## config.mk

```make
export PLATFORM = sky130hd
export DESIGN_NAME = flash_command_sequencer
export DESIGN_NICKNAME = d
export VERILOG_FILES = /design/src/rtl/core/fcs_pkg.sv /design/src/rtl/core/fcs_decode.sv /design/src/rtl/core/fcs_burst.sv /design/src/rtl/core/flash_command_sequencer.sv
export SDC_FILE = /design/constraint.sdc
export NUM_CORES = 1
export LEC_CHECK = 0
export BUFFER_PORTS_ARGS = -buffer_cell sky130_fd_sc_hd__buf_4
export CAP_MARGIN = 15
export CORE_MARGIN = 5
export CORE_UTILIZATION = 53
export CTS_BUF_LIST = sky130_fd_sc_hd__clkbuf_2 sky130_fd_sc_hd__clkbuf_4 sky130_fd_sc_hd__clkbuf_8
export DETAILED_ROUTE_END_ITERATION = 10
export GPL_TIMING_DRIVEN = 0
export PLACE_DENSITY = 0.76
export RECOVER_POWER = 25
export SYNTH_ARGS = -nofsm -noshare
export SYNTH_HDL_FRONTEND = slang
export SYNTH_SLANG_ARGS = --single-unit
```

## constraint.sdc

```tcl
create_clock -name clk -period 6.9 [get_ports clk]
set_input_delay 0.69 -clock clk [delete_from_list [all_inputs] [get_ports clk]]
set_output_delay 0.69 -clock clk [all_outputs]
set_load 0.005 [all_outputs]
```

## src/rtl/core/fcs_pkg.sv

```systemverilog
// ----------------------------------------------------------------------------
// fcs_pkg
// Types, command codes and result-burst helpers of the flash command sequencer.
// ----------------------------------------------------------------------------
`default_nettype none

package fcs_pkg;

	localparam int ADDR_BITS_DEF = 24;
	localparam int MAX_RESULTS   = 5;
	localparam int CNT_W         = $clog2(MAX_RESULTS + 1);
	localparam int IDX_W         = $clog2(MAX_RESULTS);

	localparam logic [15:0] CMD_READ_ARRAY  = 16'h00FF;
	localparam logic [15:0] CMD_ERASE_SETUP = 16'h0020;
	localparam logic [15:0] CMD_ERASE_OK    = 16'h00D0;
	localparam logic [15:0] CMD_PGM_SETUP   = 16'h0040;
	localparam logic [15:0] CMD_STATUS_READ = 16'h0070;
	localparam logic [15:0] CMD_STATUS_CLR  = 16'h0050;
	localparam logic [15:0] CMD_CFG_SETUP   = 16'h0060;
	localparam logic [15:0] CMD_LOCK        = 16'h0001;
	localparam logic [15:0] CMD_UNLOCK      = 16'h00D0;
	localparam logic [15:0] CMD_READ_CFG    = 16'h0090;
	localparam logic [15:0] ERASED_HALF     = 16'hFFFF;

	localparam int ST_READY_BIT     = 7;
	localparam int ST_ERASE_ERR_BIT = 5;
	localparam int ST_PGM_ERR_BIT   = 4;

	typedef enum logic [0:0] {
		KIND_REQUEST = 1'b0,
		KIND_READ    = 1'b1
	} kind_t;

	typedef enum logic [2:0] {
		OP_ERASE  = 3'd0,
		OP_WRITE  = 3'd1,
		OP_LOCK   = 3'd2,
		OP_UNLOCK = 3'd3,
		OP_QUERY  = 3'd4
	} op_t;

	typedef enum logic [1:0] {
		ACT_WRITE = 2'd0,
		ACT_READ  = 2'd1,
		ACT_DONE  = 2'd2
	} act_t;

	typedef enum logic [1:0] {
		ST_OK        = 2'd0,
		ST_ERASE_ERR = 2'd1,
		ST_PGM_ERR   = 2'd2
	} status_t;

	// address of a result relative to the burst's halfword address
	typedef enum logic [1:0] {
		SEL_NONE = 2'd0,
		SEL_A    = 2'd1,
		SEL_A1   = 2'd2,
		SEL_A2   = 2'd3
	} asel_t;

	typedef enum logic [6:0] {
		PH_IDLE      = 7'b0000001,
		PH_ER_STAT   = 7'b0000010,
		PH_ER_CHECK  = 7'b0000100,
		PH_WR_STAT   = 7'b0001000,
		PH_WR_VERIFY = 7'b0010000,
		PH_LK_STAT   = 7'b0100000,
		PH_Q_READ    = 7'b1000000
	} phase_t;

	typedef struct packed {
		act_t        act;
		asel_t       asel;
		logic [15:0] data;
		status_t     status;
		logic [1:0]  lock;
	} entry_t;

	typedef entry_t [MAX_RESULTS-1:0] entries_t;

	function automatic entry_t wr(input logic [15:0] d);
		entry_t e;
		e = '{act: ACT_WRITE, asel: SEL_A, data: d, status: ST_OK, lock: 2'b00};
		return e;
	endfunction

	function automatic entry_t rq(input asel_t s);
		entry_t e;
		e = '{act: ACT_READ, asel: s, data: 16'h0000, status: ST_OK, lock: 2'b00};
		return e;
	endfunction

	function automatic entry_t dn(input status_t st, input logic [1:0] lk);
		entry_t e;
		e = '{act: ACT_DONE, asel: SEL_NONE, data: 16'h0000, status: st, lock: lk};
		return e;
	endfunction

	function automatic entries_t seq5(input logic [15:0] setup, input logic [15:0] conf);
		entries_t e;
		e[0] = wr(CMD_STATUS_CLR);
		e[1] = wr(setup);
		e[2] = wr(conf);
		e[3] = wr(CMD_STATUS_READ);
		e[4] = rq(SEL_A);
		return e;
	endfunction

endpackage

`default_nettype wire

```

## src/rtl/core/fcs_decode.sv

```systemverilog
// ----------------------------------------------------------------------------
// fcs_decode
// Next-state and result-burst decode for one accepted transaction.
// ----------------------------------------------------------------------------
`default_nettype none

module fcs_decode #(
	parameter int ADDR_BITS = fcs_pkg::ADDR_BITS_DEF
) (
	input  wire logic                         item_kind,
	input  wire logic [2:0]                   opcode,
	input  wire logic [22:0]                  word_addr,
	input  wire logic [31:0]                  write_data,
	input  wire logic [15:0]                  read_data,
	input  wire fcs_pkg::phase_t              phase,
	input  wire logic [ADDR_BITS-1:0]         base,
	input  wire logic [31:0]                  data,
	input  wire logic                         sh,
	input  wire logic                         pgm_err,
	output fcs_pkg::phase_t                   nxt_phase,
	output logic [ADDR_BITS-1:0]              nxt_base,
	output logic [31:0]                       nxt_data,
	output logic                              nxt_sh,
	output logic                              nxt_pgm_err,
	output logic [fcs_pkg::CNT_W-1:0]         cnt,
	output logic [ADDR_BITS-1:0]              burst_addr,
	output fcs_pkg::entries_t                 ents
);

	logic        busy;
	logic [15:0] cur_half;
	logic [15:0] hi_half;

	function automatic logic [fcs_pkg::CNT_W-1:0] CNT_W_5();
		return fcs_pkg::CNT_W'(fcs_pkg::MAX_RESULTS);
	endfunction

	assign busy     = !read_data[fcs_pkg::ST_READY_BIT];
	assign cur_half = sh ? data[31:16] : data[15:0];
	assign hi_half  = data[31:16];

	always_comb begin
		nxt_phase   = phase;
		nxt_base    = base;
		nxt_data    = data;
		nxt_sh      = sh;
		nxt_pgm_err = pgm_err;
		cnt         = '0;
		ents        = '0;
		if (item_kind == fcs_pkg::KIND_REQUEST) begin
			if (phase == fcs_pkg::PH_IDLE) begin
				nxt_base = ADDR_BITS'({word_addr, 1'b0});
				nxt_sh   = 1'b0;
				case (opcode)
					fcs_pkg::OP_ERASE: begin
						ents      = fcs_pkg::seq5(fcs_pkg::CMD_ERASE_SETUP,
							fcs_pkg::CMD_ERASE_OK);
						cnt       = CNT_W_5();
						nxt_phase = fcs_pkg::PH_ER_STAT;
					end
					fcs_pkg::OP_WRITE: begin
						nxt_data  = write_data;
						ents      = fcs_pkg::seq5(fcs_pkg::CMD_PGM_SETUP,
							write_data[15:0]);
						cnt       = CNT_W_5();
						nxt_phase = fcs_pkg::PH_WR_STAT;
					end
					fcs_pkg::OP_LOCK, fcs_pkg::OP_UNLOCK: begin
						ents      = fcs_pkg::seq5(fcs_pkg::CMD_CFG_SETUP,
							(opcode == fcs_pkg::OP_LOCK) ? fcs_pkg::CMD_LOCK
							: fcs_pkg::CMD_UNLOCK);
						cnt       = CNT_W_5();
						nxt_phase = fcs_pkg::PH_LK_STAT;
					end
					fcs_pkg::OP_QUERY: begin
						ents[0]   = fcs_pkg::wr(fcs_pkg::CMD_READ_CFG);
						ents[1]   = fcs_pkg::rq(fcs_pkg::SEL_A2);
						cnt       = fcs_pkg::CNT_W'(2);
						nxt_phase = fcs_pkg::PH_Q_READ;
					end
					default: begin
						ents[0]   = fcs_pkg::dn(fcs_pkg::ST_PGM_ERR, 2'b00);
						cnt       = fcs_pkg::CNT_W'(1);
						nxt_phase = fcs_pkg::PH_IDLE;
					end
				endcase
			end
		end else begin
			case (phase)
				fcs_pkg::PH_ER_STAT: begin
					if (busy) begin
						ents[0] = fcs_pkg::wr(fcs_pkg::CMD_STATUS_READ);
						ents[1] = fcs_pkg::rq(fcs_pkg::SEL_A);
						cnt     = fcs_pkg::CNT_W'(2);
					end else begin
						ents[0] = fcs_pkg::wr(fcs_pkg::CMD_READ_ARRAY);
						cnt     = fcs_pkg::CNT_W'(2);
						if (read_data[fcs_pkg::ST_ERASE_ERR_BIT]) begin
							ents[1]   = fcs_pkg::dn(fcs_pkg::ST_ERASE_ERR, 2'b00);
							nxt_phase = fcs_pkg::PH_IDLE;
						end else if (sh) begin
							ents[1]   = fcs_pkg::dn(fcs_pkg::ST_OK, 2'b00);
							nxt_phase = fcs_pkg::PH_IDLE;
						end else begin
							ents[1]   = fcs_pkg::rq(fcs_pkg::SEL_A1);
							nxt_phase = fcs_pkg::PH_ER_CHECK;
						end
					end
				end
				fcs_pkg::PH_ER_CHECK: begin
					if (read_data != fcs_pkg::ERASED_HALF) begin
						nxt_sh    = 1'b1;
						ents      = fcs_pkg::seq5(fcs_pkg::CMD_ERASE_SETUP,
							fcs_pkg::CMD_ERASE_OK);
						cnt       = CNT_W_5();
						nxt_phase = fcs_pkg::PH_ER_STAT;
					end else begin
						ents[0]   = fcs_pkg::dn(fcs_pkg::ST_OK, 2'b00);
						cnt       = fcs_pkg::CNT_W'(1);
						nxt_phase = fcs_pkg::PH_IDLE;
					end
				end
				fcs_pkg::PH_WR_STAT: begin
					ents[0] = busy ? fcs_pkg::wr(fcs_pkg::CMD_STATUS_READ)
						: fcs_pkg::wr(fcs_pkg::CMD_READ_ARRAY);
					ents[1] = fcs_pkg::rq(fcs_pkg::SEL_A);
					cnt     = fcs_pkg::CNT_W'(2);
					if (!busy) begin
						nxt_pgm_err = read_data[fcs_pkg::ST_PGM_ERR_BIT];
						nxt_phase   = fcs_pkg::PH_WR_VERIFY;
					end
				end
				fcs_pkg::PH_WR_VERIFY: begin
					if (pgm_err || (read_data != cur_half)) begin
						ents[0]   = fcs_pkg::dn(fcs_pkg::ST_PGM_ERR, 2'b00);
						cnt       = fcs_pkg::CNT_W'(1);
						nxt_phase = fcs_pkg::PH_IDLE;
					end else if (sh) begin
						ents[0]   = fcs_pkg::dn(fcs_pkg::ST_OK, 2'b00);
						cnt       = fcs_pkg::CNT_W'(1);
						nxt_phase = fcs_pkg::PH_IDLE;
					end else begin
						nxt_sh    = 1'b1;
						ents      = fcs_pkg::seq5(fcs_pkg::CMD_PGM_SETUP, hi_half);
						cnt       = CNT_W_5();
						nxt_phase = fcs_pkg::PH_WR_STAT;
					end
				end
				fcs_pkg::PH_LK_STAT: begin
					ents[0]   = fcs_pkg::wr(fcs_pkg::CMD_READ_ARRAY);
					ents[1]   = fcs_pkg::dn(read_data[fcs_pkg::ST_PGM_ERR_BIT]
						? fcs_pkg::ST_PGM_ERR : fcs_pkg::ST_OK, 2'b00);
					cnt       = fcs_pkg::CNT_W'(2);
					nxt_phase = fcs_pkg::PH_IDLE;
				end
				fcs_pkg::PH_Q_READ: begin
					ents[0]   = fcs_pkg::wr(fcs_pkg::CMD_READ_ARRAY);
					ents[1]   = fcs_pkg::dn(fcs_pkg::ST_OK, read_data[1:0]);
					cnt       = fcs_pkg::CNT_W'(2);
					nxt_phase = fcs_pkg::PH_IDLE;
				end
				default: begin
					nxt_phase = fcs_pkg::PH_IDLE;
				end
			endcase
		end
	end

	// every burst addresses the halfword that the next state points at
	assign burst_addr = nxt_base + ADDR_BITS'(nxt_sh);

endmodule

`default_nettype wire

```

## src/rtl/core/fcs_burst.sv

```systemverilog
// ----------------------------------------------------------------------------
// fcs_burst
// Result register: holds one decoded burst; one result a cycle unless stalled.
// ----------------------------------------------------------------------------
`default_nettype none

module fcs_burst #(
	parameter int ADDR_BITS = fcs_pkg::ADDR_BITS_DEF
) (
	input  wire logic                         clk,
	input  wire logic                         arst_n,
	input  wire logic                         load,
	input  wire logic [fcs_pkg::CNT_W-1:0]    load_cnt,
	input  wire logic [ADDR_BITS-1:0]         load_addr,
	input  wire fcs_pkg::entries_t            load_ents,
	output logic                              out_valid,
	input  wire logic                         out_stall,
	output logic                              done_last,
	output logic [1:0]                        action,
	output logic [ADDR_BITS-1:0]              bus_addr,
	output logic [15:0]                       bus_data,
	output logic [1:0]                        status_code,
	output logic [1:0]                        lock_state,
	output logic                              last
);

	logic                        valid_q;
	logic [fcs_pkg::IDX_W-1:0]   idx_q;
	logic [fcs_pkg::CNT_W-1:0]   cnt_q;
	logic [ADDR_BITS-1:0]        addr_q;
	fcs_pkg::entries_t           ents_q;
	fcs_pkg::entry_t             cur;
	logic                        fire;

	assign cur       = ents_q[idx_q];
	assign out_valid = valid_q;
	assign last      = ({1'b0, idx_q} + 1'b1) == {1'b0, cnt_q};
	assign fire      = valid_q && !out_stall;
	assign done_last = fire && last;

	always_ff @(posedge clk or negedge arst_n) begin
		if (!arst_n) begin
			valid_q <= 1'b0;
			idx_q   <= '0;
		end else if (load) begin
			valid_q <= 1'b1;
			idx_q   <= '0;
		end else if (fire) begin
			if (last) begin
				valid_q <= 1'b0;
			end else begin
				idx_q <= idx_q + 1'b1;
			end
		end
	end

	always_ff @(posedge clk) begin
		if (load) begin
			cnt_q  <= load_cnt;
			addr_q <= load_addr;
			ents_q <= load_ents;
		end
	end

	always_comb begin
		case (cur.asel)
			fcs_pkg::SEL_A:  bus_addr = addr_q;
			fcs_pkg::SEL_A1: bus_addr = addr_q + ADDR_BITS'(1);
			fcs_pkg::SEL_A2: bus_addr = addr_q + ADDR_BITS'(2);
			default:         bus_addr = '0;
		endcase
	end

	assign action      = cur.act;
	assign bus_data    = cur.data;
	assign status_code = cur.status;
	assign lock_state  = cur.lock;

endmodule

`default_nettype wire

```

## src/rtl/core/flash_command_sequencer.sv

```systemverilog
// ----------------------------------------------------------------------------
// flash_command_sequencer
// Host-side command sequencer for a 16-bit command-set flash.
// ----------------------------------------------------------------------------
// Each transaction (host request or returned bus read data) is decoded in the
// cycle it is accepted and yields a burst of zero to five results (bus writes,
// a bus read request, or the operation's done status), which leave the result
// register one per cycle while out_stall is low. A full command sequence has
// five results. The block takes no new transaction while a burst is still
// being handed out; the next one is accepted in the same cycle as the previous
// burst's last result is taken.
`default_nettype none

module flash_command_sequencer #(
	parameter int ADDR_BITS = fcs_pkg::ADDR_BITS_DEF
) (
	input  wire logic                 clk,
	input  wire logic                 arst_n,
	input  wire logic                 in_valid,
	output logic                      in_stall,
	input  wire logic                 item_kind,
	input  wire logic [2:0]           opcode,
	input  wire logic [22:0]          word_addr,
	input  wire logic [31:0]          write_data,
	input  wire logic [15:0]          read_data,
	output logic                      out_valid,
	input  wire logic                 out_stall,
	output logic [1:0]                action,
	output logic [ADDR_BITS-1:0]      bus_addr,
	output logic [15:0]               bus_data,
	output logic [1:0]                status_code,
	output logic [1:0]                lock_state,
	output logic                      last
);

	fcs_pkg::phase_t               phase_q;
	logic [ADDR_BITS-1:0]          base_q;
	logic [31:0]                   data_q;
	logic                          sh_q;
	logic                          pgm_err_q;

	fcs_pkg::phase_t               nxt_phase;
	logic [ADDR_BITS-1:0]          nxt_base;
	logic [31:0]                   nxt_data;
	logic                          nxt_sh;
	logic                          nxt_pgm_err;
	logic [fcs_pkg::CNT_W-1:0]     cnt;
	logic [ADDR_BITS-1:0]          burst_addr;
	fcs_pkg::entries_t             ents;
	logic                          accept;
	logic                          done_last;

	assign in_stall = out_valid && !done_last;
	assign accept   = in_valid && !in_stall;

	fcs_decode #(
		.ADDR_BITS(ADDR_BITS)
	) u_decode (
		.item_kind  (item_kind),
		.opcode     (opcode),
		.word_addr  (word_addr),
		.write_data (write_data),
		.read_data  (read_data),
		.phase      (phase_q),
		.base       (base_q),
		.data       (data_q),
		.sh         (sh_q),
		.pgm_err    (pgm_err_q),
		.nxt_phase  (nxt_phase),
		.nxt_base   (nxt_base),
		.nxt_data   (nxt_data),
		.nxt_sh     (nxt_sh),
		.nxt_pgm_err(nxt_pgm_err),
		.cnt        (cnt),
		.burst_addr (burst_addr),
		.ents       (ents)
	);

	always_ff @(posedge clk or negedge arst_n) begin
		if (!arst_n) begin
			phase_q   <= fcs_pkg::PH_IDLE;
			base_q    <= '0;
			data_q    <= '0;
			sh_q      <= 1'b0;
			pgm_err_q <= 1'b0;
		end else if (accept) begin
			phase_q   <= nxt_phase;
			base_q    <= nxt_base;
			data_q    <= nxt_data;
			sh_q      <= nxt_sh;
			pgm_err_q <= nxt_pgm_err;
		end
	end

	fcs_burst #(
		.ADDR_BITS(ADDR_BITS)
	) u_burst (
		.clk        (clk),
		.arst_n     (arst_n),
		.load       (accept && (cnt != '0)),
		.load_cnt   (cnt),
		.load_addr  (burst_addr),
		.load_ents  (ents),
		.out_valid  (out_valid),
		.out_stall  (out_stall),
		.done_last  (done_last),
		.action     (action),
		.bus_addr   (bus_addr),
		.bus_data   (bus_data),
		.status_code(status_code),
		.lock_state (lock_state),
		.last       (last)
	);

`ifndef SYNTHESIS
	a_burst_continues: assert property (@(posedge clk) disable iff (!arst_n)
		out_valid && !last |=> out_valid)
		else $error("burst dropped before its last result");

	a_done_is_last: assert property (@(posedge clk) disable iff (!arst_n)
		out_valid && (action == fcs_pkg::ACT_DONE) |-> last)
		else $error("done result not at end of burst");

	a_read_waits: assert property (@(posedge clk) disable iff (!arst_n)
		out_valid && last && (action == fcs_pkg::ACT_READ) |-> phase_q != fcs_pkg::PH_IDLE)
		else $error("read request issued with no read pending");
`endif

endmodule

`default_nettype wire
```

# Word level (Yosys, flattened, before mapping)
# Cells that the tools add are included.
# op_classes
mux	54
n_reduce_logical	22
n_addsub	5
eq_ne	20
order_cmp	1
bitwise_logic	1
# ops
op	count
$pmux 48 s6	1
$mux 120	2
$pmux 71 s3	1
$mux 24	8
$mux 95	2
$pmux 72 s2	1
$mux 96	1
$pmux 23 s4	1
$bmux 24 s3	1
$pmux 24 s3	1
$pmux 7 s4	2
$mux 48	1
$pmux 24 s2	1
$mux 7	6
$mux 3	9
$add 24x1->24	1
$add 24x1->24 const B	1
$add 24x2->24 const B	1
$mux 16	1
$ne 16x16->1	1
$ne 16x16->1 const B	1
$mux 12	1
$reduce_and 4->1	3
$pmux 3 s3	1
34 further kinds	54
# totals
elab_cells	137
reg_bits	216
input_bits	79

# Longest topological paths before layout
# Gate-level depths: netlist (run 1).
# depth
depth_word	10
mapped_depth	15

# By module
# From an unflattened synthesis (run 1), not the netlist that was laid out.
# unflattened
hier_cells	1013
hier_area_um2	12281.8
# modules_own_cells
mod	n_inst	area_per_inst_um2	cells_per_inst
fcs_burst	1	6409.9	391
fcs_decode	1	3263.1	481
flash_command_sequencer	1	2608.8	141

# Worst setup path before layout (run 1)
# No wires, ideal clock.
# synth_timing
path_kind	flip-flop to flip-flop
start	register phase_q[4]
end	register u_burst.addr_q[0] (enable)
synth_period_minus_slack_ps	5525
path_stages_with_launch	8
setup_time_ps	506
path_buffers	2
setup_slack_ps	1375
arrival_ps	5019
t_required_ps	6394
path_cell_list	dfrtp_1 > buf_4 > or4_4 > buf_6 > or3_1 > a21bo_2 > nor2_1 > a21oi_1
# synth_via
elab_chain_cells	6
word_cells_on_any_way	13
classes_between	eq/ne: 7; mux: 3; reduce/logical: 3
# synth_rtl
item	line	rtl
from (decl)	flash_command_sequencer.sv:36	fcs_pkg::phase_t phase_q;
from (signal assigned)	flash_command_sequencer.sv:81	phase_q <= fcs_pkg::PH_IDLE;
from (signal assigned)	flash_command_sequencer.sv:87	phase_q <= nxt_phase;
$eq 7x2->1, or another cell as far along	fcs_decode.sv:89	case (phase)
$reduce_or 4->1 (no line)	-	
$pmux 3 s3	fcs_decode.sv:89	
$mux 3 *	fcs_decode.sv:50	if (item_kind == fcs_pkg::KIND_REQUEST) begin
$reduce_bool 3->1 *	flash_command_sequencer.sv:100	.load (accept && (cnt != '0)),
$logic_and 1x1->1 *	flash_command_sequencer.sv:100	
via u_burst.load	fcs_burst.sv:12	input wire logic load,
to (signal assigned)	fcs_burst.sv:60	addr_q <= load_addr;
to (decl)	fcs_burst.sv:30	logic [ADDR_BITS-1:0] addr_q;
# Mark *: on every way through the listed nets, which the timed path passes. The rest lies on a longest branch.
# A chain may end at the register's enable or synchronous reset.

# Worst setup path in the final report (run 1)
# layout_timing
start	register phase_q[6]
end	register u_burst.addr_q[12], data pin
# layout_via
elab_chain_cells	4
word_cells_on_any_way	9
classes_between	add/sub: 1; eq/ne: 3; mux: 5
# layout_rtl
item	line	rtl
$eq 7x5->1, or another cell as far along	fcs_decode.sv:89	
$pmux 1 s2 / $mux 1 (equally long branches)	fcs_decode.sv:89, fcs_decode.sv:51	
$mux 1 *	fcs_decode.sv:50	
via nxt_sh	flash_command_sequencer.sv:45	logic nxt_sh;
$add 24x1->24 *	fcs_decode.sv:170	assign burst_addr = nxt_base + ADDR_BITS'(nxt_sh);
via burst_addr[12]	flash_command_sequencer.sv:48	logic [ADDR_BITS-1:0] burst_addr;
# Marked as above.

==> key figures, run 1 <==
Clock network
  – CTS tree: yes
  – Post-CTS Resized: 0
  – Reg clk slew, reported paths: 0.08 ns
  – Hold-fix buffers, CTS: 0
  – Deepest clock path buffer count: 2
  – CTS H-tree lvls: 4
  – CTS Sinks: 130
  – CTS Buf Count: 17
  – Skew-Pair Late Insertion Delay: 0.45 ns
  – Root buf cell: clkbuf_8
  – Postcts setup bufs: 0

Timing
  – RSZ-0062 raised after global routing: no
  – Max Freq: 207 MHz
  – Final Setup Violations: 0
  – Minimum clock period: 4.83 ns
  – Worst hold slack: 0.470 ns
  – Clock Skew: 0.0156 ns
  – Max-slew headroom: -155%
  – Slew Limit Fails: 70
  – Least-Margin Pin Slew: 3.83 ns
  – Post-route clock period utilization: 69.9%
  – Final hold viol count: 0

Die
  – Initial Utilization: 54.4%
  – Die extent in y: 133 um
  – Placeable core region: 14,600 um^2
  – Area of the die: 17,600 um^2
  – Rows: 44
  – Die Width: 133 um
  – Top Ports: 128

Drt
  – DRC viols: 0
  – Vias after detailed routing: 6,729
  – Met2 WL: 9620 um
  – Drt wl/cell: 19.2 um
  – Top sig layer: met4
  – Total Wirelength: 21,300 um
  – Routed met3 length: 1870 um
  – Pre-Repair DR Iteration Count: 5
  – First DRT Iteration DRCs: 528
  – DRT met1 WL: 9350 um
  – Post-route ant nets: 0
  – DR vias/cell: 6.06

Synthesis
  – Ys flop type: dfrtp_1
  – Synth Net Count: 851
  – Yosys warns: 0
  – Largest family of logic cells by synthesized area: simple AND/OR/NAND/NOR gates
  – Distinct cells, synth: 75
  – Post-synthesis cell area: 7970 um^2
  – Post-synthesis compound-gate area fraction: 11.4%
  – Top cells by area, synth: edfxtp_1 (23%), dfrtp_1 (21%), mux2_2 (7.4%)
  – Cell taking the most area after synthesis: edfxtp_1
  – Syn Area/Cell: 10.4 um^2
  – Post-synthesis xor/xnor area fraction: 5.61%
  – Seq/Total Area, Yosys: 44.7%
  – FFs w/ async S/R, synth: 53.1%
  – EDFF count, synth: 61
  – Mapped Cells: 767
  – Top-area cell type share of the netlist area: 23.0%
  – Post-Synth Adder-Cell Area: 0.785%
  – Register bit count reported by yosys: 130
  – Simple-Gate Fraction of Synth Area: 18.8%
  – Multiplexer area fraction after synthesis: 15.5%

Critical path
  – Worst setup path endpoint: u_burst.addr_q[12]$_DFFE_PP_
  – Crit path kind: flip-flop to flip-flop
  – CP endpoint kind: flip-flop
  – Data arrival time of the critical path: 5.00 ns
  – R2r worst-path depth: 15
  – Critical Path RT: 7.08 ns
  – Worst setup path startpoint: phase_q[6]$_DFFE_PN0P_
  – CP startpoint kind: flip-flop
  – R2R Path Start: phase_q[6]$_DFFE_PN0P_
  – Reg2Reg Capture Point: u_burst.addr_q[12]$_DFFE_PP_
  – Worst reg2reg setup slack: 2.07 ns
  – Worst-path fanout max: 10

Global route
  – Gr ovfl total: 0
  – Largest net degree at the start of global routing: 70
  – Total GRT Usage: 24.4%
  – Initial antenna violation count: 0
  – First-pass GRT wire length: 34,300 um
  – Vias in the first global route: 6,517

Power and ir drop
  – Pwr per Cell Area: 326 nW/um^2
  – Leakage: 4.02 nW
  – Peak VDD IR: 147 uV

Final layout
  – Commonest non-fill, non-tap cell in the layout: buf_4
  – Final std cells w/o fill: 1,111
  – ANT cells: 0
  – Layout Utilization: 65.7%
  – Synth-to-Final Area Change: 20.7%
  – Fin nets: 998
  – Layout cells sized above 1: 26.6%
  – Most frequent cells in the layout: buf_4 (126), dfrtp_1 (68), nand2_1 (64)
  – Filler cells: 1,202

Job
  – Max-cap viol count: 1

Placed design
  – Gpl congestion: 0.958
  – Post-DP HPWL: 16,600 um
  – Placed Cells incl. Taps: 1,079
  – IO Port Bufs: 126

Status
  – Failing checks: capacitance limit, slew limit
  – Status: complete, but fails checks

Worst hold path
  – Worst Hold Class: input pin to flip-flop
-- synthesized netlist by cell type, drive strengths merged (20+ instances only) --
master  number
mux2        60
mux2i       49
nand2       64
buf         20
and3        27
xnor2       24
dfrtp       68
nor2        56
xor2        27
edfxtp      61
nand3       32
o21ai       33
nand4       21
clkbuf      22
-- final cells by class --
type	count	area, um^2	share of cell area [%]
inverter	12	45.0	0.468
clock inverter	9	131	1.37
clock buffer	23	292	3.03
sequential	130	3560	37.0
timing repair buffer	128	997	10.4
tap	184	230	2.39
multi-input combinational	583	4160	43.3
buffer	42	201	2.09
-- worst min path at each step --
stage	depth (start not counted)	endpoint	slack [ns]	start
after floorplan	0	base_q[0]$_DFFE_PN0P_	0.39	arst_n
after global placement	1	base_q[23]$_DFFE_PN0P_	0.47	base_q[23]$_DFFE_PN0P_
after detailed placement	1	data_q[2]$_DFFE_PN0P_	0.47	data_q[2]$_DFFE_PN0P_
after CTS	1	data_q[7]$_DFFE_PN0P_	0.38	arst_n
after global routing	2	data_q[29]$_DFFE_PN0P_	0.45	write_data[29]
final	2	data_q[23]$_DFFE_PN0P_	0.47	write_data[23]
-- routing by layer --
layer	vias up	global-route usage (%)
met3	38	5.32
met4	0	9.35
li1	3173	-
met1	3209	34.4
met2	309	36.8
met5	-	0
-- sequential cells by signal, indices dropped and copies added, names as in the netlist --
name,flops
pgm_err_q,1
data_q,32
u_burst.ents_q,34
sh_q,1
base_q,24
u_burst.addr_q,24
phase_q,7
u_burst.out_valid,1
u_burst.idx_q,3
u_burst.cnt_q,3
-- kinds of logic after synthesis --
group,Yosys count
fa+ha+maj,5
compound gates,131
flops,130
xor+xnor,51
buf+inv,54
simple gates,285
mux,111
-- power breakdown --
part | switching, mW | internal, mW | leakage (nW)
Clock | 0.295 | 0.393 | 0.218
Combinational | 0.730 | 0.586 | 2.30
Sequential | 0.122 | 1.01 | 1.50
-- per-stage QoR --
step | setup slack (ns) | instance area, um^2 | total power [mW] | TNS (ns)
after detailed placement | 2.30 | 9210 | 2.46 | 0
after floorplan | 1.37 | 7970 | 1.94 | 0
final | 2.07 | 9620 | 3.14 | 0
after global routing | 1.84 | 9620 | 3.33 | 0
after CTS | 2.29 | 9630 | 3.15 | 0
after global placement | -0.173 | 9140 | 2.43 | -10.56
-- worst max-delay path, cell delays in order, from the launching register on --
cell,delay [ns]
dfrtp_1,0.38
clkbuf_1,0.19
or4_2,0.63
clkbuf_1,0.20
nor3_2,0.61
buf_2,0.42
buf_2,0.40
o32ai_1,0.14
ha_1,0.29
ha_1,0.28
nand2_1,0.08
mux2i_1,0.15
clkbuf_1,0.34
nand4_1,0.19
xor2_1,0.16
mux2i_1,0.09
(Power assumes the default switching activity.)
==> run 2, diff against run 1 <==
==> constraint.sdc (replaced) <==
create_clock -name clk -period 4.6 [get_ports clk]
set_input_delay 0.46 -clock clk [delete_from_list [all_inputs] [get_ports clk]]
set_output_delay 0.46 -clock clk [all_outputs]
set_load 0.005 [all_outputs]
==> run 2 against run 1 <==
The run still ends with capacitance limit, slew limit left. Total power up 52%. Count of clock-buffer cells in the layout is 5 lower. Global-route usage grew 1.0 points. Sequential power rose by 50%. Design area grew 0.65%. Maximum frequency up 12%. Flip-flop and latch count is the same. Critical path depth is the same. Non-clock buffer count increased by 5. Clock power increased by 50%. Largest cell class unchanged. Die area unchanged.
==> key figures, run 2 (synthesis results as in run 1) <==
Critical path
  – Data arrival time of the critical path: 4.49 ns
  – Largest stage delay, worst path: 0.53 ns
  – Crit path kind: flip-flop to flip-flop
  – Cell Chain, Critical Path: buf_6 > or4_4 > buf_6 > nor3_4 > buf_2 > buf_2 > o32ai_1 > ha_1 > ha_1 > nand2_1 > mux2i_2 > clkbuf_2 > nand4_1 > xor2_1 > mux2i_1
  – Crit path max-delay cell type: or4_4
  – Worst Path Buf+Inv: 5
  – CP top delay family: buffers and inverters
  – Worst-path fanout max: 10
  – CP startpoint kind: flip-flop
  – CP endpoint kind: flip-flop
  – R2R Path Start: phase_q[5]$_DFFE_PN0P_
  – Critical Path RT: 4.78 ns
  – Worst setup path startpoint: phase_q[5]$_DFFE_PN0P_

Timing
  – RSZ-0062 raised after global routing: no
  – Final hold viol count: 0
  – Post-route clock period utilization: 93.7%
  – Least-Margin Pin Slew: 3.93 ns
  – Slew Limit Fails: 70
  – Minimum clock period: 4.31 ns
  – Max-slew headroom: -162%
  – Clock Skew: 0.0153 ns
  – Final Setup Violations: 0
  – Max Freq: 232 MHz

Worst hold path
  – Min-delay src: write_data[30]
  – Worst Hold Class: input pin to flip-flop

Placed design
  – Post-DP HPWL: 17,000 um
  – Gpl congestion: 0.977
  – IO Port Bufs: 126
  – Cell area after placement: 9210 um^2

Global route
  – Vias in the first global route: 6,679
  – First-pass GRT wire length: 35,500 um
  – Initial antenna violation count: 0
  – Largest net degree at the start of global routing: 70
  – Total GRT Usage: 25.4%
  – Gr ovfl total: 0

Die
  – Initial Utilization: 54.4%
  – Die Width: 133 um
  – Top Ports: 128
  – Die extent in y: 133 um
  – Placeable core region: 14,600 um^2
  – Rows: 44
  – Area of the die: 17,600 um^2

Drt
  – DRC viols: 0
  – Vias after detailed routing: 6,855
  – Drt wl/cell: 20.0 um
  – DR vias/cell: 6.14
  – Pre-Repair DR Iteration Count: 5
  – First DRT Iteration DRCs: 576
  – Post-route ant nets: 0
  – Total Wirelength: 22,300 um

Status
  – Status: complete, but fails checks
  – Failing checks: capacitance limit, slew limit

Power and ir drop
  – Leakage: 4.05 nW
  – Part of the power in registers: 35.9%
  – Peak VDD IR: 276 uV
  – Pwr per Cell Area: 491 nW/um^2
  – Switching pwr: 1.78 mW
  – Pwr Total: 4.75 mW
  – Cell Int Power: 2.97 mW
  – Switching portion of total power: 37.5%
  – Logic pwr share: 42.4%
  – Clock power share: 21.7%

Final layout
  – Biggest register: u_burst.ents_q
  – Largest registers: u_burst.ents_q (34), data_q (32)
  – Commonest non-fill, non-tap cell in the layout: buf_4
  – Number of flip-flops in the largest register: 34
  – Filler cells: 1,195
  – Synth-to-Final Area Change: 21.5%
  – Most frequent cells in the layout: buf_4 (131), dfrtp_1 (68), nand2_1 (64)
  – ANT cells: 0
  – Layout cells sized above 1: 27.5%
  – Final Cell Area: 9680 um^2
  – Fin nets: 1,003

Job
  – Max-cap viol count: 1

Clock network
  – Skew-Pair Late Insertion Delay: 0.45 ns
  – CTS H-tree lvls: 4
  – Reg clk slew, reported paths: 0.08 ns
  – CTS tree: yes
  – Root buf cell: clkbuf_8
  – Hold-fix buffers, CTS: 0
  – Deepest clock path buffer count: 2
  – CTS Sinks: 130
  – CTS Buf Count: 17
-- run 2: layout make-up --
class / instances / area [um^2] / area share, %
multi-input cells: 583 / 4170 / 43.1
flip-flops and latches: 130 / 3560 / 36.8
repair buffers: 133 / 1030 / 10.7
clock buffers: 18 / 248 / 2.56
well taps: 184 / 230 / 2.38
plain buffers: 42 / 211 / 2.18
clock inverters: 14 / 178 / 1.84
inverters: 12 / 45.0 / 0.465
-- run 2: final timing paths --
check                           cells past startpoint                           end  slack (ns)
worst max-delay path                               15  u_burst.addr_q[12]$_DFFE_PP_        0.29
worst max register to register                     15  u_burst.addr_q[12]$_DFFE_PP_        0.29
max in group asynchronous                           1         base_q[6]$_DFFE_PN0P_        1.01
worst min register to register                      1         data_q[2]$_DFFE_PN0P_        0.49
worst min-delay path                                2        data_q[30]$_DFFE_PN0P_        0.23
min in group asynchronous                           1         data_q[4]$_DFFE_PN0P_        1.38
-- run 2: repair_timing --
action	4_1_cts	5_1_grt
resized for setup	0	6
setup endpoints to repair	0	9
setup buffers	0	5
endpoints found under the hold margin	0	0
-- run 2: power by group through the flow --
stage / Clock, mW / Combinational, mW / Sequential, mW
floorplan: 0 / 1.24 / 1.66
global placement: 0 / 1.93 / 1.72
detailed placement: 0 / 1.99 / 1.72
CTS: 1.05 / 2.01 / 1.70
global route: 1.10 / 2.21 / 1.73
finish: 1.03 / 2.02 / 1.70
-- run 2: worst register-to-register path, delay by kind of cell (launching register included) --
| kind | cells | cell delay [ns] |
|---|---|---|
| AOI/OAI and AO/OA | 1 | 0.14 |
| xor gates and xnor gates | 1 | 0.17 |
| adders and majority gates | 2 | 0.59 |
| buffers and inverters | 5 | 1.33 |
| DFF | 1 | 0.39 |
| muxes | 2 | 0.21 |
| and+or+nand+nor | 4 | 1.20 |
-- run 2: metrics by stage --
stage	utilization, %	TNS, ns	hold slack [ns]	setup WS [ns]	std cells
3_5_place_dp	62.9	0	0.474	0.0207	1079
4_1_cts	65.8	0	0.170	0.00653	1111
2_1_floorplan	-	0	0.164	0.502	767
6_report	66.1	0	0.235	0.289	1116
5_1_grt	66.1	0	0.219	0.0316	1116
3_3_place_gp	62.4	-25.00	0.468	-0.396	1077
-- run 2: layer usage --
| layer | GRT usage [%] | share of wire, % | up-vias |
|---|---|---|---|
| li1 | - | - | 3187 |
| met1 | 34.6 | 43 | 3308 |
| met5 | 0 | 0 | - |
| met3 | 6.72 | 8.8 | 38 |
| met4 | 7.16 | 1.7 | 0 |
| met2 | 40.2 | 47 | 322 |
